[src/hw/rtl/rba_pkg.sv]
// shared types and constants of the ring buffer allocator
`default_nettype none

package rba_pkg;

    localparam int BUF_BYTES_DEF    = 4096;
    localparam int HEADER_BYTES_DEF = 8;

    localparam int POS_W = 12;

    typedef enum logic [1:0] {
        ST_ALLOC     = 2'd0,
        ST_TOO_LARGE = 2'd1,
        ST_NO_SPACE  = 2'd2,
        ST_RELEASED  = 2'd3
    } t_status;

    typedef struct packed {
        t_status            status;
        logic [POS_W-1:0]   data_pos;
    } t_result;

    typedef struct packed {
        logic we_flag;
        logic we_size;
        logic wflag;
        logic re;
    } t_mem_ctl;

    typedef enum logic [2:0] {
        S_IDLE,
        S_RMOD,
        S_EVAL,
        S_WALK,
        S_HDR,
        S_FIN,
        S_OUT
    } t_state;

endpackage

`default_nettype wire

[src/hw/rtl/rba_out.sv]
// result output register, frees the controller while a beat waits downstream
`default_nettype none

module rba_out (
    input  wire              i_clk,
    input  wire              i_rst_n,
    input  wire              i_res_valid,
    input  wire rba_pkg::t_result i_res,
    output logic             o_res_ready,
    output logic             o_m_axis_tvalid,
    input  wire              i_m_axis_tready,
    output logic [15:0]      o_m_axis_tdata
);

    logic             r_valid;
    rba_pkg::t_result r_res;

    assign o_res_ready = !r_valid || i_m_axis_tready;

    always_ff @(posedge i_clk) begin
        if (!i_rst_n) begin
            r_valid <= 1'b0;
        end else if (o_res_ready) begin
            r_valid <= i_res_valid;
        end
    end

    always_ff @(posedge i_clk) begin
        if (o_res_ready && i_res_valid) begin
            r_res <= i_res;
        end
    end

    assign o_m_axis_tvalid = r_valid;
    assign o_m_axis_tdata  = {2'b00, r_res.data_pos, r_res.status};

endmodule

`default_nettype wire

[config.mk]
export PLATFORM = sky130hd
export DESIGN_NAME = rba_out
export DESIGN_NICKNAME = d
export VERILOG_FILES = /design/src/hw/rtl/rba_pkg.sv /design/src/hw/rtl/rba_out.sv
export SDC_FILE = /design/constraint.sdc
export NUM_CORES = 1
export LEC_CHECK = 0
export ABC_AREA = 0
export BUFFER_PORTS_ARGS = -buffer_cell sky130_fd_sc_hd__buf_2
export CORE_AREA = 3 3 40 42
export DETAILED_ROUTE_END_ITERATION = 10
export DIE_AREA = 0 0 43 45
export HOLD_SLACK_MARGIN = 0.06
export PLACE_DENSITY = 0.75
export SYNTH_ARGS = -nofsm -noshare
export SYNTH_HDL_FRONTEND = slang
export SYNTH_SLANG_ARGS = --single-unit
export TNS_END_PERCENT = 50
[constraint.sdc]
create_clock -name i_clk -period 1.4 [get_ports i_clk]
set_input_delay 0 -clock i_clk [delete_from_list [all_inputs] [get_ports i_clk]]
set_output_delay 0 -clock i_clk [all_outputs]
set_load 0.05 [all_outputs]
Word-level counts from Yosys, hierarchy flattened
Index checks and enable logic that the tools add are counted.

Input bits: 18. Register bits after elaboration: 15. Logic and storage cells: 6. Output and inout bits: 18.

Reductions and logical operators: 3.

Operators by type and width (number): $logic_and 1x1->1 (1); $logic_not 1->1 (1); $logic_or 1x1->1 (1).

Logic depth before layout (Yosys ltp)
Gate-level depths: netlist of run 1.

Word-level depth: 3. Gate-level depth with buffers: 2. Gate-level depth less buffers: 2.

Worst setup path before layout of run 1
OpenSTA, ideal clock, no wires.

Path kind: reg2reg. Start point: register r_valid, in the netlist o_m_axis_tvalid. End point: register r_res (netlist bit o_m_axis_tdata[0]) (enable). Arrival time: 1147 ps. Stages on the path, launching flop included: 3. Library setup time: 256 ps. Path slack: -3 ps. Buffers on the path: 0. Required time: 1144 ps. Period minus slack after synthesis: 1403 ps. Cell sequence: dfxtp_1 -> nand2b_4 -> and2_4.

Cells in the longest elaborated chain, start to end: 3.

Ends and longest elaborated chain: start, declared (line rba_out.sv:15) `logic r_valid;`; start signal, assigned (line rba_out.sv:24) `r_valid <= i_res_valid;`; $logic_not 1->1 (line rba_out.sv:18) `assign o_res_ready = !r_valid || i_m_axis_tready;`; $logic_or 1x1->1 (line rba_out.sv:18); named net o_res_ready (line rba_out.sv:9) `output logic o_res_ready,`; $logic_and 1x1->1 (line rba_out.sv:29) `if (o_res_ready && i_res_valid) begin`; end signal, assigned (line rba_out.sv:30) `r_res <= i_res;`; end, declared (line rba_out.sv:16) `rba_pkg::t_result r_res;`.

The timed path passes the listed nets, and every way through them passes these cells. A chain may end at the register's enable or synchronous reset.

Worst setup path after layout of run 1
Start point: input port i_rst_n. End point: register r_valid, in the netlist o_m_axis_tvalid.

RTL lines: start, declared (line rba_out.sv:6) `input wire i_rst_n,`.

No word-level cell between the ends.

==> impl_metrics.csv, run 1 <==
group,metric,value,unit
global_routing,grt_max_degree,15,
worst_setup_path,critPathSlowestCell,"dlygate4sd3_1",
clock_network,postCtsResizedCells,0,
final_layout,nFillCells,97,
place,postPlaceCellArea,671,µm²
flow_run,cap_violations,0,
yosys,yosysMostFrequentCell,"edfxtp_1",
place,dp_slack,440,ps
yosys,netlist_area,497,µm²
clock_network,clock_latency,270,ps
yosys,synthTopCellsByCount,"14 x edfxtp_1, 2 x buf_4",
floorplan,initial_core_util,0.387,
yosys,synth_seq_cells,15,
floorplan,io_pins,36,
worst_setup_path,slowest_delay,550,ps
sta,clock.fmax,853,MHz
clock_network,tritoncts,"done",
global_routing,track_usage,0.133,
worst_setup_path,crit_type,"primary input to register",
worst_setup_path,crit_fanout,1,
sta,drv_slew,0,
power_and_ir_drop,vdd_drop_max,0.000565,V
floorplan,die-area,1940,µm²
final_layout,area_growth,72.5,%
place,dp.cells,69,
routing,drtIter0Drc,3,
clock_network,clock-sinks,15,
final_layout,antenna_cells,0,
clock_network,htreeDepth,1,
global_routing,overflow,0,
place,io_buffers,33,
yosys,synth_cells,22,
global_routing,grt_antenna_before_repair,0,
yosys,synth_area_leader_cell,"edfxtp_1",
yosys,seq_area_frac_synth,0.887,
routing,drc_errors,0,
yosys,async_flop_share,0,
sta,setup_viol_count_final,0,
min_path,hold_path.class,"primary input to register",
routing,routed-via-count,366,
sta,fin_crit,1170,ps
worst_setup_path,cp.arrival,1330,ps
global_routing,grt_pass1_wl,1750,µm
sta,rsz0062_at_grt,"no",
power_and_ir_drop,fin_total_pwr,0.968,mW
sta,finalClockSkew,5.31,ps
sta,finalHoldViolCount,0,
final_layout,finalNetCount,93,
yosys,synth_cell_type_count,8,
clock_network,numCtsBuffers,3,
worst_setup_path,path_cells,"dlygate4sd3_1 -> buf_2 -> a21boi_2 -> dlygate4sd3_1",
status,status,"finished clean",
sta,fin_setup_tns,0,ps
final_layout,stdcell_area,857,µm²
yosys,synthTopCellsByArea,"edfxtp_1 85%, dfxtp_1 4.0%, buf_4 3.0%, nand2b_4 2.8%, a21boi_2 2.3%",
worst_setup_path,worstPathRequired,1560,ps
place,gp_congestion,0.633,
floorplan,die_y,45,µm
clock_network,cts.reportedPaths.clkPinSlew,80,ps
yosys,synth_top_area_share,0.846,
worst_setup_path,start_kind,"primary input",
final_layout,stdcell_count,89,
yosys,syn_avg_cell_area,22.6,µm²
floorplan,rows,13,
clock_network,clockRootBuffer,"clkbuf_4",
routing,dr.pass1.iters,2,
yosys,ys_warn_count,0,
yosys,synth_edf_count,14,
power_and_ir_drop,p_per_area,1130,nW/µm²
final_layout,drive_gt1_frac,0.541,
floorplan,die_w,43,µm
routing,wirelength,1100,µm
worst_setup_path,cp_common_cell,"dlygate4sd3_1",
routing,ant_nets,0,
worst_setup_path,end_kind,"register",
floorplan,coreArea,1280,µm²
sta,fin_crit_sh,0.838,
global_routing,grt_pass1_vias,408,
sta,setup_slack,227,ps
routing,post_drt_wl_per_cell,12.3,µm
routing,routed_via_density,4.11,
yosys,ys.flop_type,"edfxtp_1",
power_and_ir_drop,power_leakage,0.384,nW
clock_network,cts_buffer_depth,2,
==> path summary, 6_finish.rpt <==
| check | startpoint | end | slack [ps] | cells after the start |
|---|---|---|---|---|
| max | i_rst_n | o_m_axis_tvalid | 230 | 4 |
| min | i_res_valid | o_m_axis_tdata[4] | 210 | 2 |
| max reg2reg | o_m_axis_tvalid | o_m_axis_tvalid | 240 | 3 |
| min reg2reg | o_m_axis_tvalid | o_m_axis_tdata[4] | 820 | 2 |
==> stage by stage <==
| step | hold WS (ps) | utilization |
|---|---|---|
| after global routing | 194 | 0.667 |
| after detailed placement | 178 | 0.522 |
| final | 206 | 0.667 |
| after floorplan | 98.9 | - |
| after CTS | 203 | 0.667 |
| after global placement | 177 | 0.522 |
==> critical path: cells and delay by family <==
kind,cells,cell delay [ps]
AO/OA/AOI/OAI,1,140
buffers and inverters,3,1190
==> state kept, by name, indices dropped and copies added (netlist names) <==
| name | cells |
|---|---|
| o_m_axis_tdata | 14 |
| o_m_axis_tvalid | 1 |
==> where the power goes <==
group	switching, mW	internal (mW)
registers	0.00751	0.521
clock network	0.121	0.110
logic	0.139	0.0696
==> cells by family after synthesis <==
logic type | count (synthesis) | share of synthesized area
flops | 15 | 0.887
other cells | 1 | 0.00755
compound gates | 1 | 0.0227
buf+inv | 3 | 0.0378
simple gates | 2 | 0.0453
==> cells in the final DEF, fill, tap and decap left out <==
master	synthesis	final
and2_4	1	1
edfxtp_1	14	14
clkbuf_4	0	3
clkbuf_1	0	1
a21boi_2	1	1
conb_1	1	2
inv_1	1	1
nand2b_4	1	1
buf_2	0	33
dlygate4sd3_1	0	16
dfxtp_2	0	1
==> per-layer routing <==
metal / up-vias / wire length, µm / GRT usage
li1: 182 / - / -
met4: 0 / 6 / 0.0542
met1: 150 / 434 / 0.138
met2: 32 / 475 / 0.219
met3: 2 / 180 / 0.0797
met5: - / 0 / 0
==> area by class of cell <==
| class | count | area, µm² | area share |
|---|---|---|---|
| flip-flops and latches | 15 | 442 | 0.515 |
| repair buffers | 49 | 325 | 0.380 |
| multi-input cells | 5 | 41.3 | 0.0482 |
| clock buffers | 4 | 26.3 | 0.0307 |
| well taps | 15 | 18.8 | 0.0219 |
| inverters | 1 | 3.75 | 0.00438 |
==> repair_timing <==
item                      4_1_cts  5_1_grt
hold endpoints to repair       15        0
buffers inserted                0        0
hold buffers                   16        0
(Power assumes the default switching activity.)
==> run 2, diff against run 1 <==
--- a/config.mk
+++ b/config.mk
@@ -7,11 +7,11 @@
 export LEC_CHECK = 0
 export ABC_AREA = 0
 export BUFFER_PORTS_ARGS = -buffer_cell sky130_fd_sc_hd__buf_2
-export CORE_AREA = 3 3 40 42
+export CORE_MARGIN = 3
+export CORE_UTILIZATION = 37
 export DETAILED_ROUTE_END_ITERATION = 10
-export DIE_AREA = 0 0 43 45
 export HOLD_SLACK_MARGIN = 0.06
-export PLACE_DENSITY = 0.75
+export PLACE_DENSITY = 0.74
 export SYNTH_ARGS = -nofsm -noshare
 export SYNTH_HDL_FRONTEND = slang
 export SYNTH_SLANG_ARGS = --single-unit
==> constraint.sdc (replaced) <==
create_clock -name i_clk -period 1.2 [get_ports i_clk]
set_input_delay 0 -clock i_clk [delete_from_list [all_inputs] [get_ports i_clk]]
set_output_delay 0 -clock i_clk [all_outputs]
set_load 0.05 [all_outputs]
==> impl_metrics.csv, run 2 (synthesis results as in run 1) <==
group,metric,value,unit
final_layout,finalNetCount,93,
sta,drv_slew,0,
clock_network,clockRootBuffer,"clkbuf_4",
status,status,"finished clean",
worst_setup_path,crit-reg2reg-launch,"o_m_axis_tvalid",
global_routing,grt_pass1_vias,351,
sta,finalHoldViolCount,0,
power_and_ir_drop,internal_power,0.817,mW
clock_network,clock_latency,270,ps
final_layout,drive_gt1_frac,0.541,
final_layout,nFillCells,81,
power_and_ir_drop,p_per_area,1320,nW/µm²
clock_network,numCtsBuffers,3,
floorplan,die_w,42.6,µm
global_routing,grt_pass1_wl,1680,µm
worst_setup_path,crit_fanout,1,
final_layout,area_growth,72.3,%
power_and_ir_drop,power_frac_seq,0.544,
routing,routed-via-count,366,
floorplan,die_y,42.6,µm
floorplan,die-area,1820,µm²
worst_setup_path,r2r_end,"o_m_axis_tvalid",
global_routing,overflow,0,
routing,drtIter0Drc,3,
floorplan,rows,12,
worst_setup_path,rrSetupSlack,70,ps
routing,ant_nets,0,
sta,fin_crit,1150,ps
power_and_ir_drop,vdd_drop_max,0.000708,V
worst_setup_path,slowest_delay,550,ps
sta,finalClockSkew,0.636,ps
clock_network,clock-sinks,15,
final_layout,layout_commonest_cell,"buf_2",
final_layout,layout_common_cells,"33 x buf_2, 16 x dlygate4sd3_1, 14 x edfxtp_1, 3 x clkbuf_4, 2 x conb_1",
power_and_ir_drop,p_sw,0.314,mW
final_layout,antenna_cells,0,
floorplan,initial_core_util,0.419,
min_path,min-delay-start,"i_res_valid",
routing,dr.pass1.iters,3,
clock_network,tritoncts,"done",
floorplan,coreArea,1190,µm²
worst_setup_path,path_buf_inv,3,
worst_setup_path,reg2reg_depth,3,
sta,fin_crit_sh,0.962,
global_routing,grt_antenna_before_repair,0,
place,gp_congestion,0.593,
sta,setup_viol_count_final,0,
final_layout,largest_register_ff_count,14,
sta,fin_setup_tns,0,ps
power_and_ir_drop,power.clock.fraction,0.242,
power_and_ir_drop,p_sw_frac,0.278,
flow_run,cap_violations,0,
clock_network,postCtsResizedCells,0,
global_routing,track_usage,0.122,
clock_network,cts.reportedPaths.clkPinSlew,80,ps
sta,clock.fmax,866,MHz
routing,wirelength,1060,µm
worst_setup_path,cpLargestDelayFamily,"buffers and inverters",
routing,post_drt_wl_per_cell,12.0,µm
place,io_buffers,33,
worst_setup_path,end_kind,"register",
global_routing,grt_max_degree,15,
sta,fin_hold_ws,204,ps
worst_setup_path,crit_type,"primary input to register",
clock_network,cts_buffer_depth,2,
sta,rsz0062_at_grt,"no",
worst_setup_path,start_kind,"primary input",
worst_setup_path,path_cells,"dlygate4sd3_1 -> buf_2 -> a21boi_2 -> dlygate4sd3_1",
power_and_ir_drop,power_leakage,0.384,nW
min_path,hold_path.class,"primary input to register",
worst_setup_path,critPathSlowestCell,"dlygate4sd3_1",
min_path,min_path_cells,2,
routing,drc_errors,0,
worst_setup_path,cp.arrival,1320,ps
power_and_ir_drop,p_comb_frac,0.214,
routing,routed_via_density,4.16,
worst_setup_path,cp_common_cell,"dlygate4sd3_1",
clock_network,htreeDepth,1,
worst_setup_path,worstPathRequired,1360,ps
floorplan,io_pins,36,
min_path,hold_end,"o_m_axis_tdata[13]",
==> run 2: cell counts in the layout (fill, tap and decap cells not counted) <==
No cell type changed its count.
==> run 2: what timing repair did <==
action,CTS,global route
setup buffers,0,0
endpoints found under the hold margin,15,0
hold buffers,16,0
==> run 2: how the worst max path moves through the flow <==
stage / from / to / slack [ps] / depth (start not counted)
global placement: o_m_axis_tvalid / o_m_axis_tdata[5] / 260 / 2
detailed placement: o_m_axis_tvalid / o_m_axis_tdata[13] / 250 / 2
global route: i_rst_n / o_m_axis_tvalid / 30 / 4
CTS: i_rst_n / o_m_axis_tvalid / 50 / 4
floorplan: o_m_axis_tvalid / o_m_axis_tdata[0] / 10 / 2
finish: i_rst_n / o_m_axis_tvalid / 50 / 4
==> run 2: power groups by stage <==
| stage | Sequential, mW | Clock, mW | Combinational (mW) |
|---|---|---|---|
| 2_1_floorplan | 0.734 | 0 | 0.0428 |
| 3_3_place_gp | 0.627 | 0 | 0.200 |
| 3_5_place_dp | 0.628 | 0 | 0.202 |
| 4_1_cts | 0.617 | 0.280 | 0.242 |
| 5_1_grt | 0.618 | 0.309 | 0.254 |
| 6_report | 0.616 | 0.274 | 0.242 |
==> run 2: area by class of cell <==
class	instances	area (µm²)	area share
clock buffer	4	26.3	0.0307
inverter	1	3.75	0.00439
multi-input combinational	5	41.3	0.0482
sequential	15	442	0.516
tap	14	17.5	0.0205
timing repair buffer	49	325	0.380
==> run 2: routing by layer <==
| layer | vias to the layer above | global-route usage | part of all wire |
|---|---|---|---|
| met5 | - | 0 | 0 |
| met4 | 0 | 0.0186 | 0 |
| met3 | 0 | 0.0343 | 0.076 |
| met2 | 18 | 0.222 | 0.59 |
| met1 | 169 | 0.144 | 0.33 |
| li1 | 179 | - | - |
==> run 2: through the flow <==
step	utilization	area [µm²]	total power, mW	std cells	setup slack [ps]
3_5_place_dp	0.564	669	0.830	68	247
5_1_grt	0.722	856	1.18	88	32.5
2_1_floorplan	-	502	0.777	23	14.2
4_1_cts	0.722	856	1.14	88	52.0
3_3_place_gp	0.564	669	0.827	68	258
6_report	0.722	856	1.13	88	45.1
