[src/hw/rtl/rba_pkg.sv]
// shared types and constants of the ring buffer allocator
`default_nettype none

package rba_pkg;

    localparam int BUF_BYTES_DEF    = 4096;
    localparam int HEADER_BYTES_DEF = 8;

    localparam int POS_W = 12;

    typedef enum logic [1:0] {
        ST_ALLOC     = 2'd0,
        ST_TOO_LARGE = 2'd1,
        ST_NO_SPACE  = 2'd2,
        ST_RELEASED  = 2'd3
    } t_status;

    typedef struct packed {
        t_status            status;
        logic [POS_W-1:0]   data_pos;
    } t_result;

    typedef struct packed {
        logic we_flag;
        logic we_size;
        logic wflag;
        logic re;
    } t_mem_ctl;

    typedef enum logic [2:0] {
        S_IDLE,
        S_RMOD,
        S_EVAL,
        S_WALK,
        S_HDR,
        S_FIN,
        S_OUT
    } t_state;

endpackage

`default_nettype wire

[src/hw/rtl/rba_ctrl.sv]
// allocator sequencer: request decode, wraparound, reclaim walk, header updates
`default_nettype none

module rba_ctrl #(
    parameter int BUF_BYTES    = rba_pkg::BUF_BYTES_DEF,
    parameter int HEADER_BYTES = rba_pkg::HEADER_BYTES_DEF
) (
    input  wire                             i_clk,
    input  wire                             i_rst_n,
    input  wire                             i_req_valid,
    output logic                            o_req_ready,
    input  wire                             i_req_type,
    input  wire  [15:0]                     i_request_size,
    input  wire  [11:0]                     i_release_pos,
    output rba_pkg::t_mem_ctl               o_mem_ctl,
    output logic [$clog2(BUF_BYTES)-1:0]    o_waddr,
    output logic [$clog2(BUF_BYTES+1)-1:0]  o_wsize,
    output logic [$clog2(BUF_BYTES)-1:0]    o_raddr,
    input  wire                             i_rflag,
    input  wire  [$clog2(BUF_BYTES+1)-1:0]  i_rsize,
    output logic                            o_res_valid,
    output rba_pkg::t_result                o_res,
    input  wire                             i_res_ready
);

    localparam int AW = $clog2(BUF_BYTES);
    localparam int PW = $clog2(BUF_BYTES + 1);
    localparam int WW = (PW + 2 > 18) ? PW + 2 : 18;
    // reciprocal fold of a 12-bit release position into the buffer
    localparam int FOLD = (BUF_BYTES > 4095) ? 0 : 1;
    localparam int RSH  = (FOLD > 0) ? 12 + $clog2(BUF_BYTES) : 0;
    localparam longint RMUL = (FOLD > 0) ?
        ((longint'(1) << RSH) + longint'(BUF_BYTES) - 1) / longint'(BUF_BYTES) : 0;

    localparam logic [WW-1:0] BUF_W = WW'(BUF_BYTES);
    localparam logic [WW-1:0] HDR_W = WW'(HEADER_BYTES);
    localparam logic [PW-1:0] BUF_P = PW'(BUF_BYTES);

    rba_pkg::t_state  r_state, n_state;
    logic             r_kind, n_kind;
    logic [WW-1:0]    r_real, n_real;
    logic [11:0]      r_rel, n_rel;
    logic [PW-1:0]    r_head, n_head;
    logic [PW-1:0]    r_free, n_free;
    logic [PW-1:0]    r_left, n_left;
    rba_pkg::t_result r_res, n_res;

    logic [WW-1:0] head_w, free_w, left_w, size_w, end_w, end_mod;
    logic [WW-1:0] head_eff, free_eff, rel_p, rel_idx, fill_w;
    logic [25:0]   fold_prod;
    logic [23:0]   fold_back;
    logic          wrap, done;
    rba_pkg::t_result res;

    always_ff @(posedge i_clk) begin
        if (!i_rst_n) begin
            r_state <= rba_pkg::S_IDLE;
            r_head  <= '0;
            r_free  <= BUF_P;
            r_left  <= '0;
        end else begin
            r_state <= n_state;
            r_head  <= n_head;
            r_free  <= n_free;
            r_left  <= n_left;
        end
    end

    always_ff @(posedge i_clk) begin
        r_kind <= n_kind;
        r_real <= n_real;
        r_rel  <= n_rel;
        r_res  <= n_res;
    end

    always_comb begin
        head_w    = WW'(r_head);
        free_w    = WW'(r_free);
        left_w    = WW'(r_left);
        size_w    = WW'(i_rsize);
        end_w     = head_w + free_w;
        end_mod   = (end_w >= BUF_W) ? end_w - BUF_W : end_w;
        fill_w    = free_w + left_w;
        fold_prod = 26'(r_rel) * 26'(RMUL);
        fold_back = 24'(fold_prod >> RSH) * 24'(BUF_BYTES);
        rel_p     = WW'(r_rel);
        rel_idx   = (rel_p >= HDR_W) ? rel_p - HDR_W : rel_p + BUF_W - HDR_W;
        wrap      = (r_state == rba_pkg::S_EVAL) && (head_w + r_real > BUF_W);
        head_eff  = wrap ? '0 : head_w;
        free_eff  = wrap ? '0 : free_w;

        n_state = r_state;
        n_kind  = r_kind;
        n_real  = r_real;
        n_rel   = r_rel;
        n_head  = r_head;
        n_free  = r_free;
        n_left  = r_left;
        n_res   = r_res;

        o_req_ready = 1'b0;
        o_mem_ctl   = '0;
        o_waddr     = AW'(head_eff);
        o_wsize     = PW'(r_real);
        o_raddr     = AW'(end_mod);
        done        = 1'b0;
        res.status   = rba_pkg::ST_ALLOC;
        res.data_pos = '0;

        case (r_state)
            rba_pkg::S_IDLE: begin
                o_req_ready = 1'b1;
                if (i_req_valid) begin
                    n_kind = i_req_type;
                    n_real = WW'(i_request_size) + HDR_W;
                    n_rel  = i_release_pos;
                    n_state = (i_req_type && FOLD > 0) ? rba_pkg::S_RMOD
                                                       : rba_pkg::S_EVAL;
                end
            end
            rba_pkg::S_RMOD: begin
                n_rel   = r_rel - fold_back[11:0];
                n_state = rba_pkg::S_EVAL;
            end
            rba_pkg::S_EVAL, rba_pkg::S_FIN: begin
                if (r_kind) begin
                    o_mem_ctl.we_flag = 1'b1;
                    o_mem_ctl.wflag   = 1'b0;
                    o_waddr           = AW'(rel_idx);
                    res.status        = rba_pkg::ST_RELEASED;
                    done              = 1'b1;
                end else if (r_real > BUF_W) begin
                    res.status = rba_pkg::ST_TOO_LARGE;
                    done       = 1'b1;
                end else if (r_real <= free_eff) begin
                    o_mem_ctl.we_flag = 1'b1;
                    o_mem_ctl.we_size = 1'b1;
                    o_mem_ctl.wflag   = 1'b1;
                    n_head       = PW'(head_eff + r_real);
                    n_free       = PW'(free_eff - r_real);
                    res.data_pos = 12'((head_eff + HDR_W) & WW'(12'hFFF));
                    done         = 1'b1;
                end else if (r_state == rba_pkg::S_FIN) begin
                    res.status = rba_pkg::ST_NO_SPACE;
                    done       = 1'b1;
                end else begin
                    // wraparound takes effect even if the walk then comes up short
                    if (wrap) begin
                        n_left = r_free;
                        n_head = '0;
                        n_free = '0;
                    end
                    n_state = rba_pkg::S_WALK;
                end
            end
            rba_pkg::S_WALK: begin
                if (free_w >= BUF_W) begin
                    n_state = rba_pkg::S_FIN;
                end else if (r_left != '0 && end_w <= BUF_W && BUF_W - end_w == left_w) begin
                    // walk reached the bytes left unused at the last wraparound
                    n_free = (fill_w > BUF_W) ? BUF_P : PW'(fill_w);
                    n_left = '0;
                end else begin
                    o_mem_ctl.re = 1'b1;
                    n_state      = rba_pkg::S_HDR;
                end
            end
            rba_pkg::S_HDR: begin
                if (i_rflag || i_rsize == '0) begin
                    n_state = rba_pkg::S_FIN;
                end else begin
                    n_free  = (size_w >= BUF_W - free_w) ? BUF_P : PW'(free_w + size_w);
                    n_state = rba_pkg::S_WALK;
                end
            end
            rba_pkg::S_OUT: begin
                if (i_res_ready) begin
                    n_state = rba_pkg::S_IDLE;
                end
            end
            default: begin
                n_state = rba_pkg::S_IDLE;
            end
        endcase

        if (done) begin
            n_res   = res;
            n_state = i_res_ready ? rba_pkg::S_IDLE : rba_pkg::S_OUT;
        end

        o_res_valid = done || (r_state == rba_pkg::S_OUT);
        o_res       = (r_state == rba_pkg::S_OUT) ? r_res : res;
    end

`ifndef NO_ASSERTIONS
    a_read_then_inspect: assert property (@(posedge i_clk) disable iff (!i_rst_n)
        (r_state == rba_pkg::S_WALK && o_mem_ctl.re) |=> (r_state == rba_pkg::S_HDR))
        else $error("header read not followed by inspection");
    a_free_bound: assert property (@(posedge i_clk) disable iff (!i_rst_n)
        r_free <= BUF_P)
        else $error("free byte count beyond buffer size");
    a_head_bound: assert property (@(posedge i_clk) disable iff (!i_rst_n)
        r_head <= BUF_P)
        else $error("head offset beyond buffer size");
    a_no_rw_overlap: assert property (@(posedge i_clk) disable iff (!i_rst_n)
        !(o_mem_ctl.re && (o_mem_ctl.we_flag || o_mem_ctl.we_size)))
        else $error("header read and write in the same cycle");
    a_release_status: assert property (@(posedge i_clk) disable iff (!i_rst_n)
        (done && res.status == rba_pkg::ST_RELEASED) |-> r_kind)
        else $error("release status for an allocate request");
`endif

endmodule

`default_nettype wire

[config.mk]
export PLATFORM = sky130hd
export DESIGN_NAME = rba_ctrl
export DESIGN_NICKNAME = d
export VERILOG_FILES = /design/src/hw/rtl/rba_pkg.sv /design/src/hw/rtl/rba_ctrl.sv
export SDC_FILE = /design/constraint.sdc
export NUM_CORES = 1
export LEC_CHECK = 0
export BUFFER_PORTS_ARGS = -buffer_cell sky130_fd_sc_hd__buf_2
export CAP_MARGIN = 20
export CORE_ASPECT_RATIO = 1.4
export CORE_MARGIN = 2
export CORE_UTILIZATION = 51
export DETAILED_ROUTE_END_ITERATION = 16
export PLACE_DENSITY_LB_ADDON = 0.1
export SETUP_SLACK_MARGIN = 0.4
export SKIP_LAST_GASP = 1
export SLEW_MARGIN = 20
export SYNTH_ARGS = -nofsm -noshare
export SYNTH_HDL_FRONTEND = slang
export SYNTH_SLANG_ARGS = --single-unit
[constraint.sdc]
create_clock -name i_clk -period 18.6 [get_ports i_clk]
set_input_delay 1.86 -clock i_clk [delete_from_list [all_inputs] [get_ports i_clk]]
set_output_delay 1.86 -clock i_clk [all_outputs]
set_load 0.005 [all_outputs]
======== After elaboration in Yosys (flattened, before gate mapping) ========
Index checks and enable logic that the tools add are counted.
word-level totals
  register bits after elaboration ......... 86
  output and inout port bits .............. 57
operators by class
  add/subtract/negate cells ............... 14
  magnitude comparators ................... 9
  equality and inequality tests ........... 25
  mux-type cells .......................... 62
  bitwise gates (word level) .............. 2
  reduce and logical (&&, ||, !) cells .... 17
operator list
  operator                                                              number
  2-to-1 mux 13 bit                                                     20
  2-to-1 mux 12 bit                                                     7
  2-to-1 mux 3 bit                                                      14
  case mux 13 bit (3 select lines)                                      1
  adder 13 x 13 -> 14 bit                                               2
  2-to-1 mux 14 bit                                                     2
  adder 13 bit                                                          2
  case mux 13 bit (2 select lines)                                      1
  inequality test 3 bit (second input constant)                         8
  subtractor 12 x 4 -> 12 bit (second input constant)                   2
  adder 13 x 17 -> 18 bit                                               1
  == test 18 x 13 -> 1 bit                                              1
  greater-or-equal comparator 13 x 18 -> 1 bit                          1
  > comparator 18 x 13 -> 1 bit (second input constant)                 1
  inequality test 2 bit (second input constant)                         9
  case mux 3 bit (6 select lines)                                       1
  adder 16 x 4 -> 17 bit (second input constant)                        1
  > comparator 17 x 13 -> 1 bit (second input constant)                 1
  <= comparator 17 x 13 -> 1 bit                                        1
  AND reduction 8 bit                                                   2
  subtractor 13 x 14 -> 15 bit (first input constant)                   1
  greater-or-equal comparator 14 x 13 -> 1 bit (second input constant)  1
  > comparator 14 x 13 -> 1 bit (second input constant)                 1
  <= comparator 14 x 13 -> 1 bit (second input constant)                1
  25 further kinds                                                      47

======== Longest topological paths before layout ========
Gate-level depths: netlist of run 1.
  depth after elaboration ................. 11
  mapped depth ............................ 26
  gate-level depth less buffers ........... 24

======== Worst setup path before layout of run 1 ========
No wires, ideal clock.
  path kind ............................... reg-to-output
  from .................................... register r_real[1]
  to ...................................... output port o_res[10] (netlist name)
  data arrival time ....................... 5.677 ns
  setup slack ............................. 11.063 ns
  cell stages (with the launch flop) ...... 25
  cells stage by stage .................... edfxtp_1 -> inv_1 -> fa_1 -> or3b_1 -> a2111oi_0 -> nand4b_1 -> a2111oi_0 -> o2111ai_1 -> o32a_1 -> o21ai_1 -> clkbuf_1 -> clkbuf_1 -> nand2_1 -> inv_1 -> ha_1 -> and3_1 -> nand3_1 -> o22ai_1 -> o31ai_1 -> nor2_1 -> nand2_1 -> inv_1 -> nand2_1 -> nor2_1 -> a21o_1
RTL lines
  item                    RTL line        source
  from (decl)             rba_ctrl.sv:41  logic [WW-1:0] r_real, n_real;
  from (signal assigned)  rba_ctrl.sv:71  r_real <= n_real;
  to (decl)               rba_ctrl.sv:22  output rba_pkg::t_result o_res,

==> results of run 1 <==
==> synth_stat cells (5+ instances only) <==
library cell	number	area, um^2
a22o_1	16	140
fa_1	6	120
nand2_1	107	402
buf_4	14	105
or3_1	11	68.8
mux2_2	5	56.3
o21a_1	6	45.0
dfxtp_1	42	841
o21bai_1	12	90.1
a21oi_1	60	300
o21ai_0	55	275
o41ai_1	5	43.8
nand3_1	32	160
and3_1	21	131
o211ai_1	5	37.5
inv_1	67	251
xor2_1	41	359
edfxtp_1	44	1320
a22oi_1	17	128
clkbuf_1	28	105
nor2b_1	9	56.3
a31oi_1	6	37.5
a211oi_1	14	105
nor4_1	20	125
o31ai_1	8	60.1
nand4_1	6	37.5
a2111oi_0	12	105
and2_1	20	125
ha_1	106	1330
nor3b_1	9	67.6
xnor2_1	55	482
or2_2	8	50.1
nand2b_1	10	62.6
nor2_1	85	319
nor3_1	27	135
mux2i_1	14	140
a21o_1	33	248
==> where the power goes <==
part           switching (mW)  total [mW]  leakage [nW]  internal, mW
logic                   0.103       0.171          3.95        0.0683
registers              0.0184       0.238         0.759         0.219
clock network          0.0843       0.177         0.140        0.0932
total                   0.206       0.586          4.84         0.381
==> worst register-to-register path, delay by kind of cell (launching register included) <==
kind                       cells  cell delay, ns
xor gates and xnor gates       1            0.14
adders and majority gates      2            0.85
DFF                            1            0.51
and+or+nand+nor                5            1.00
AOI/OAI and AO/OA             12            4.38
buffers and inverters          2            0.27
==> layer usage <==
metal  vias to the layer above  track usage  part of all wire  wire length (um)
met4                         0        0.107             0.036               961
met2                       237        0.512              0.50             13500
met1                      4105        0.330              0.42             11400
li1                       4295            -                 -                 -
met5                         -            0                 0                 0
met3                        60       0.0325             0.040              1090
==> final cells by class <==
cell class	instances	area [um^2]	area share
inverters	71	267	0.0258
clock buffers	10	229	0.0222
clock inverters	6	52.6	0.00510
multi-input cells	925	6730	0.652
repair buffers	111	576	0.0558
flip-flops and latches	86	2160	0.210
well taps	240	300	0.0291
==> layout by cell type (no fill, tap or decap), types with 10 or more instances in the layout <==
cell type and count:
nand2_1 107, ha_1 106, buf_2 103, nor2_1 85
inv_1 67, a21oi_1 60, o21ai_0 55, xnor2_1 55
edfxtp_1 44, dfxtp_1 42, xor2_1 41, a21o_1 33
nand3_1 32, nor3_1 27, and3_1 21, and2_1 20
nor4_1 20, a22oi_1 17, a22o_1 16, a211oi_1 14
mux2i_1 14, o21bai_1 12, a2111oi_0 12, or3_1 11
nand2b_1 10
==> cells by family (layout without fill, tap and decap cells) <==
logic type / count (synthesis) / in the layout / synth area share
and+or+nand+nor: 388 / 388 / 0.209
AOI/OAI and AO/OA: 304 / 304 / 0.230
buffers and inverters: 117 / 198 / 0.0534
adders and majority gates: 112 / 112 / 0.154
xor gates and xnor gates: 102 / 102 / 0.103
DFF: 86 / 86 / 0.230
muxes: 19 / 19 / 0.0209
==> state kept, by name, indices dropped and copies added (netlist names) <==
name / flops
r_free: 13
r_head: 13
r_kind: 1
r_left: 13
r_real: 17
r_rel: 12
r_res: 14
r_state: 3
==> final timing paths <==
kind / from / end / slack (ns) / cells after the start
worst min-delay path: r_left[0] / r_left[0] / 0.60 / 1
worst max register to register: r_real[1] / r_free[12] / 11.32 / 22
worst max-delay path: r_real[1] / o_res[7] / 9.26 / 26
worst min register to register: r_left[0] / r_left[0] / 0.60 / 1
==> impl_results.md, run 1 <==
* Syn_area_per_cell at 8.32 um^2
* Core box area at 0.0180 mm^2
* Clock Pin Slew Worst Setup and Hold Paths at 0.07 ns
* Hold Path Class: reg2reg
* I/O pins at 104
* Post-CTS sizing at 0
* Pwr Total at 0.586 mW
* Final core utilization at 0.573
* Worst setup path class: reg2out
* CP max-delay cell: o21ai_1
* F_max at 0.107 GHz
* Netlist cell types at 96
* Final Cycle Share at 0.502
* CTS tree: yes
* Post-Synthesis Cell Area at 0.00939 mm^2
* Die area at 0.0195 mm^2
* Worst-case vdd ir drop at 0.0000368 V
* Pre-CTS worst setup slack at 9.84 ns
* DP HPWL at 21600 um
* CP max stage delay at 0.75 ns
* Worst setup skew after layout at 0.00759 ns
* Ant diodes at 0
* Placed Area at 0.0100 mm^2
* Initial Util at 0.522
* Crit-path max FO at 19
* # port buffers at 103
* Initial DRC count at 406
* Worst hold margin at 0.596 ns
* Synth-to-layout area growth at 9.82%
* 1st-pass router iterations at 5
* TritonCTS buffer count at 9
* Critical Path RT at 16.74 ns
* Final wirelength at 27000 um
* DIE WIDTH at 119 um
* Main flop type after synthesis: edfxtp_1
* Row count at 58
* GPL Wtd Cong at 0.937
* Max-slew headroom at 0.368
* Vias in the first global route at 8449
* RSZ-0062 raised after global routing: false
* Final Instance Count excl. Fillers at 1449
* Nets at 1363
* Async set or reset register ratio after synthesis at 0
* Hold Buf Count CTS at 0
* P per Cell Area at 56.9 mW/mm^2
* Slew @ Worst Pin at 0.942 ns
* Final Cell Area at 0.0103 mm^2
* Critical Path Start Type: register
* Syn_nets at 1287
* Max-cap violations at 0
* Clock root buffer: clkbuf_16
* Final Hold Viols at 0
* Layout cells sized above 1 at 0.134
* DR DRC count at 0
* Detailed-route via count at 8697
* Post-CTS Setup Repair Bufs at 0
* Status: finished clean
* Post-DR vias/cell at 6.00
* WL/cell at 18.6 um
* Fin worst setup slack at 9.26 ns
* WP buf/inv at 6
* Number of synthesized flops with an enable pin at 44
* CP delay by family, top: compound AO/OA/AOI/OAI gates
* Global Route Usage Sum at 0.278
* Post-Syn Instances at 1128
* Worst Setup End Kind: primary output
* Minimum clock period at 9.34 ns
* Critical Path AT at 7.48 ns
* Lkg Pwr at 4.84 nW
* H-tree Lvls at 3
* Final Max Tran Viols at 0
* Fillers at 1768
* Initial antenna violation count at 0
* Die height at 165 um
* Grt total ovfl at 0
* Syn. warnings at 0
* Largest net degree at the start of global routing at 31
* Skew-Pair Late Insertion Delay at 0.35 ns
* Sink Count at 86
* FF+latch count, synth at 86
* Seq/Total Area, Yosys at 0.230
* Placed cells at 1433
* Setup TNS at 0 ns
* Clk buf depth at 2
* Final setup vio count at 0
* ANT nets after route at 0
* First-pass GRT wire length at 43200 um
Power figures use the tool's default switching activity.
==> inputs of run 2 (changes only) <==
==> constraint.sdc (replaced) <==
create_clock -name i_clk -period 7.9 [get_ports i_clk]
set_input_delay 0.79 -clock i_clk [delete_from_list [all_inputs] [get_ports i_clk]]
set_output_delay 0.79 -clock i_clk [all_outputs]
set_load 0.005 [all_outputs]
==> run 2 against run 1 <==
Setup slack lost 8.3 ns; cell count increased by 0.55%; critical path type unchanged; highest routed layer unchanged; global-route usage is 0.59 points higher; routed wire length grew 1.8%; via count rose by 0.69%; count of clock-buffer cells in the layout down 1; register-to-register slack worse by 10 ns; first-iteration DRC count up 33%; clock skew is 0.00065 ns higher; utilization rose by 0.37 points; sequential share of layout area decreased by 0.13 points.
==> impl_results.md, run 2 (synthesis results as in run 1) <==
* Post-DR vias/cell at 6.01
* Row count at 58
* Gate power share at 0.302
* Worst hold margin at 0.577 ns
* Status: finished clean
* Final wirelength at 27500 um
* Final Max Tran Viols at 0
* CP max-delay cell: fa_1
* H-tree Lvls at 3
* WL/cell at 18.9 um
* Largest regs: r_real: 17 flops, r_res: 14 flops
* # port buffers at 103
* Most common cell on crit path: inv_1
* Setup TNS at 0 ns
* Hold Buf Count CTS at 0
* TritonCTS buffer count at 9
* Clk buf depth at 2
* Ant diodes at 0
* Sw Ratio at 0.355
* Max FFs per register at 17
* Most frequent cells in the layout: nand2_1, ha_1, buf_2
* Layout cells sized above 1 at 0.140
* Lkg Pwr at 4.88 nW
* Die area at 0.0195 mm^2
* Initial DRC count at 538
* Sequential share of power at 0.395
* Skew-Pair Late Insertion Delay at 0.35 ns
* DR DRC count at 0
* Final Cycle Share at 0.883
* Critical Path RT at 7.11 ns
* Slew @ Worst Pin at 0.871 ns
* DIE WIDTH at 119 um
* P per Cell Area at 135 mW/mm^2
* Initial antenna violation count at 0
* ANT nets after route at 0
* First-pass GRT wire length at 43900 um
* Hold Path Class: reg2reg
* Commonest non-fill, non-tap cell in the layout: nand2_1
* Worst setup path class: reg2out
* Largest net degree at the start of global routing at 31
* Net Switching at 0.497 mW
* Vias in the first global route at 8576
* Die height at 165 um
* Final core utilization at 0.577
* DP HPWL at 22000 um
* Critical Path Start Type: register
* Detailed-route via count at 8757
* Final Hold Viols at 0
* Reg2Reg Setup Slack at 1.26 ns
* Grt total ovfl at 0
* Clock Pin Slew Worst Setup and Hold Paths at 0.07 ns
* Synth-to-layout area growth at 10.5%
* Minimum clock period at 6.98 ns
* Worst setup skew after layout at 0.00825 ns
* Fillers at 1792
* Core box area at 0.0180 mm^2
* Most flop-heavy register: r_real
* Crit-path max FO at 30
* Max-cap violations at 0
* Multi-input logic area at 0.00673 mm^2
* Worst-case vdd ir drop at 0.000114 V
* Critical Path AT at 6.19 ns
* Sink Count at 86
* Clock root buffer: clkbuf_16
* Global Route Usage Sum at 0.284
* I/O pins at 104
* Clock Power Share at 0.303
* Worst Setup End Kind: primary output
* RSZ-0062 raised after global routing: false
* Max-slew headroom at 0.416
* GPL Wtd Cong at 0.971
* F_max at 0.143 GHz
* 1st-pass router iterations at 5
* Initial Util at 0.522
* Register Area at 0.00216 mm^2
* Int Pwr at 0.901 mW
* Final setup vio count at 0
* CP max stage delay at 0.48 ns
* CTS tree: yes
* Nets at 1371
[run 2: metal layers]
| layer | part of all wire | wire length, um | GRT usage |
|---|---|---|---|
| met2 | 0.49 | 13600 | 0.512 |
| met1 | 0.42 | 11400 | 0.334 |
| met4 | 0.046 | 1260 | 0.132 |
| met3 | 0.044 | 1220 | 0.0380 |
| met5 | 0 | 0 | 0 |
[run 2: path summary, 6_finish.rpt]
kind         cells past startpoint    endpoint      start
max                             25    o_res[0]  r_real[0]
min                              1   r_left[3]  r_left[3]
min reg2reg                      1   r_left[3]  r_left[3]
max reg2reg                     24  r_free[12]  r_real[0]
[run 2: area by class of cell]
type | instances | area share
Multi-Input combinational cell | 925 | 0.648
Clock buffer | 9 | 0.0217
Clock inverter | 7 | 0.00555
Sequential cell | 86 | 0.208
Timing Repair Buffer | 119 | 0.0616
Inverter | 71 | 0.0257
Tap cell | 240 | 0.0289
[run 2: metrics by stage]
step	area [um^2]	worst slack (ns)	total power, mW	std cells
final	10400	0.924	1.40	1457
after global routing	10400	0.418	1.47	1457
after CTS	10400	0.817	1.40	1455
after detailed placement	10100	1.22	0.976	1439
after global placement	10100	1.35	0.972	1439
after floorplan	9390	1.43	0.842	1128
[run 2: timing repair]
item                       in CTS  in global routing
setup endpoints to repair       0                 10
buffers inserted                0                  2
gates resized for setup         0                  2
[run 2: worst max-delay path, delay by kind of cell, from the launching register on]
| kind | cells | cell delay (ns) |
|---|---|---|
| AOI/OAI and AO/OA | 9 | 2.17 |
| buffers and inverters | 6 | 0.86 |
| DFF | 1 | 0.45 |
| adders and majority gates | 3 | 0.95 |
| and+or+nand+nor | 7 | 1.39 |
[run 2: power by group through the flow]
| stage | registers, mW | logic (mW) | clock network [mW] |
|---|---|---|---|
| after global routing | 0.556 | 0.468 | 0.445 |
| after floorplan | 0.549 | 0.293 | 0 |
| after CTS | 0.552 | 0.417 | 0.432 |
| final | 0.552 | 0.422 | 0.423 |
| after global placement | 0.561 | 0.411 | 0 |
| after detailed placement | 0.563 | 0.414 | 0 |
==> inputs of run 3 (changes only) <==
--- a/config.mk
+++ b/config.mk
@@ -5,15 +5,14 @@
 export SDC_FILE = /design/constraint.sdc
 export NUM_CORES = 1
 export LEC_CHECK = 0
+export ABC_AREA = 1
 export BUFFER_PORTS_ARGS = -buffer_cell sky130_fd_sc_hd__buf_2
-export CAP_MARGIN = 20
 export CORE_ASPECT_RATIO = 1.4
 export CORE_MARGIN = 2
 export CORE_UTILIZATION = 51
 export DETAILED_ROUTE_END_ITERATION = 16
 export PLACE_DENSITY_LB_ADDON = 0.1
 export SETUP_SLACK_MARGIN = 0.4
-export SKIP_LAST_GASP = 1
 export SLEW_MARGIN = 20
 export SYNTH_ARGS = -nofsm -noshare
 export SYNTH_HDL_FRONTEND = slang
==> run 3 against run 2 <==
Clock power rose by 5.2%; hold slack worse by 0.044 ns; clock skew up 0.0013 ns.
==> impl_results.md, run 3 <==
* Largest net degree at the start of global routing at 31
* Crit-path max FO at 19
* Layout cells sized above 1 at 0.103
* CP max stage delay at 0.56 ns
* Final Hold Viols at 0
* Die area at 0.0206 mm^2
* Slew @ Worst Pin at 0.849 ns
* Worst Setup End Kind: primary output
* Clock root buffer: clkbuf_16
* Initial DRC count at 567
* Main flop type after synthesis: edfxtp_1
* Global Route Usage Sum at 0.294
* Final Max Tran Viols at 0
* I/O pins at 104
* Top-count cell post-synth: nand2_1
* CP max-delay cell: edfxtp_1
* Post-CTS sizing at 0
* RSZ-0062 raised after global routing: false
* Grt total ovfl at 0
* Hold Path Class: reg2reg
* 1st-pass router iterations at 7
* WL/cell at 15.7 um
* Critical Path AT at 5.73 ns
* P per Cell Area at 249 mW/mm^2
* Commonest non-fill, non-tap cell in the layout: nand2_1
* Nets at 1799
* Detailed-route via count at 10100
* CTS tree: yes
* Critical Path RT at 7.11 ns
* Worst setup path class: reg2out
* Row count at 60
* Setup TNS at 0 ns
* DP HPWL at 24700 um
* GPL Wtd Cong at 0.984
* Post-Synthesis Cell Area at 0.00993 mm^2
* Ranking of synthesized cells by area: nand2_1, ha_1, edfxtp_1
* Final wirelength at 29800 um
* F_max at 0.153 GHz
* DIE WIDTH at 122 um
* Initial Util at 0.519
* Clk buf depth at 2
* First-pass GRT wire length at 47600 um
* Largest regs: r_real: 17 flops, r_res: 14 flops
* Gr busiest metal: met2
* Syn_nets at 1714
* Yosys top cell area share at 0.154
* Ant diodes at 0
* Placed cells at 1877
* Final Cycle Share at 0.825
* Fin worst setup slack at 1.38 ns
* # port buffers at 103
* Sink Count at 86
* Final Instance Count excl. Fillers at 1893
* Status: finished clean
* Pre-CTS worst setup slack at 1.80 ns
* Die height at 169 um
* Critical Path Start Type: register
* Netlist cell types at 47
* Most flop-heavy register: r_real
* Number of synthesized flops with an enable pin at 44
* Yosys top cell by area: nand2_1
* Final setup vio count at 0
* Skew-Pair Late Insertion Delay at 0.37 ns
* Worst setup skew after layout at 0.00954 ns
* Synth cell count leaders: nand2_1, inv_1, nor2_1
* Core box area at 0.0191 mm^2
* Seq/Total Area, Yosys at 0.218
* Max-cap violations at 0
* Worst-case vdd ir drop at 0.000137 V
* Met2 Use GR at 0.551
* ANT nets after route at 0
* Hold Buf Count CTS at 0
* Vias in the first global route at 9749
* Syn. warnings at 0
* Most common cell on crit path: nand2_1
* Syn_area_per_cell at 6.39 um^2
* Met1 Use GR at 0.325
* Synth-to-layout area growth at 9.46%
* Initial antenna violation count at 0
* Minimum clock period at 6.52 ns
* Lkg Pwr at 5.68 nW
* TritonCTS buffer count at 9
* Clock Pin Slew Worst Setup and Hold Paths at 0.07 ns
* Async set or reset register ratio after synthesis at 0
* Most frequent cells in the layout: nand2_1, inv_1, nor2_1
* M3 GR Usage at 0.0309
* DR DRC count at 0
* FF+latch count, synth at 86
* Post-DR vias/cell at 5.35
* Post-CTS Setup Repair Bufs at 0
* Max-slew headroom at 0.432
* Post-Syn Instances at 1555
* H-tree Lvls at 3
* Max FFs per register at 17
==> run 3: cell types whose count changed after synthesis, moves of 16 or more <==
cell,previous run,this run
nand3_1,32,137
xnor2_1,55,13
nand2_1,107,408
a22oi_1,17,1
and3_1,21,0
a21o_1,33,3
nor2_1,85,186
and2_1,20,1
a22o_1,16,0
o21ai_0,55,34
a21oi_1,60,116
inv_1,67,226
clkbuf_1,28,9
==> run 3: cell families after synthesis <==
logic type,Yosys count,share of synthesized area
fa+ha+maj,112,0.146
mux,4,0.00453
buf+inv,265,0.109
simple gates,831,0.359
flops,86,0.218
compound gates,196,0.111
xor+xnor,61,0.0538
==> run 3: layout make-up <==
type                       instances  area [um^2]
tap                              248          310
fill                            1980         8270
clock inverter                     7         70.1
inverter                         233          875
clock buffer                       9          225
multi-input combinational       1204         6690
sequential                        86         2160
timing repair buffer             106          538
==> run 3: per-stage QoR <==
step	cell area (um^2)	hold WS (ns)	power, mW	utilization
floorplan	9930	0.469	1.87	-
global placement	10600	0.520	2.24	0.553
detailed placement	10600	0.524	2.26	0.553
CTS	10900	0.536	2.71	0.568
global route	10900	0.558	2.96	0.568
finish	10900	0.533	2.70	0.568
==> run 3: final timing paths <==
| path | to | startpoint | cells past startpoint | slack, ns |
|---|---|---|---|---|
| max | o_res[3] | r_real[1] | 35 | 1.38 |
| min reg2reg | r_left[8] | r_left[8] | 2 | 0.53 |
| max reg2reg | r_left[12] | r_head[9] | 29 | 2.48 |
| min | r_left[8] | r_left[8] | 2 | 0.53 |
==> run 3: metal layers <==
metal  routed length [um]  vias up
met4                 1490        0
met3                  996       82
met5                    0        -
met1                12000     4546
li1                     -     5239
met2                15300      257
==> run 3: report_power, final <==
group          internal [mW]  leakage (nW)  switching [mW]  total (mW)
registers              0.584         0.760           0.123       0.706
clock network          0.224         0.144           0.220       0.445
logic                  0.548          4.78            1.00        1.55
==> run 3: worst max-delay path: cells and delay by family (launching register included) <==
family | cells | cell delay, ns
AND/OR/NAND/NOR | 23 | 2.51
buffers and inverters | 7 | 1.12
adder cells (fa/ha/maj) | 2 | 0.78
flip-flops | 1 | 0.56
AO/OA/AOI/OAI | 3 | 0.38
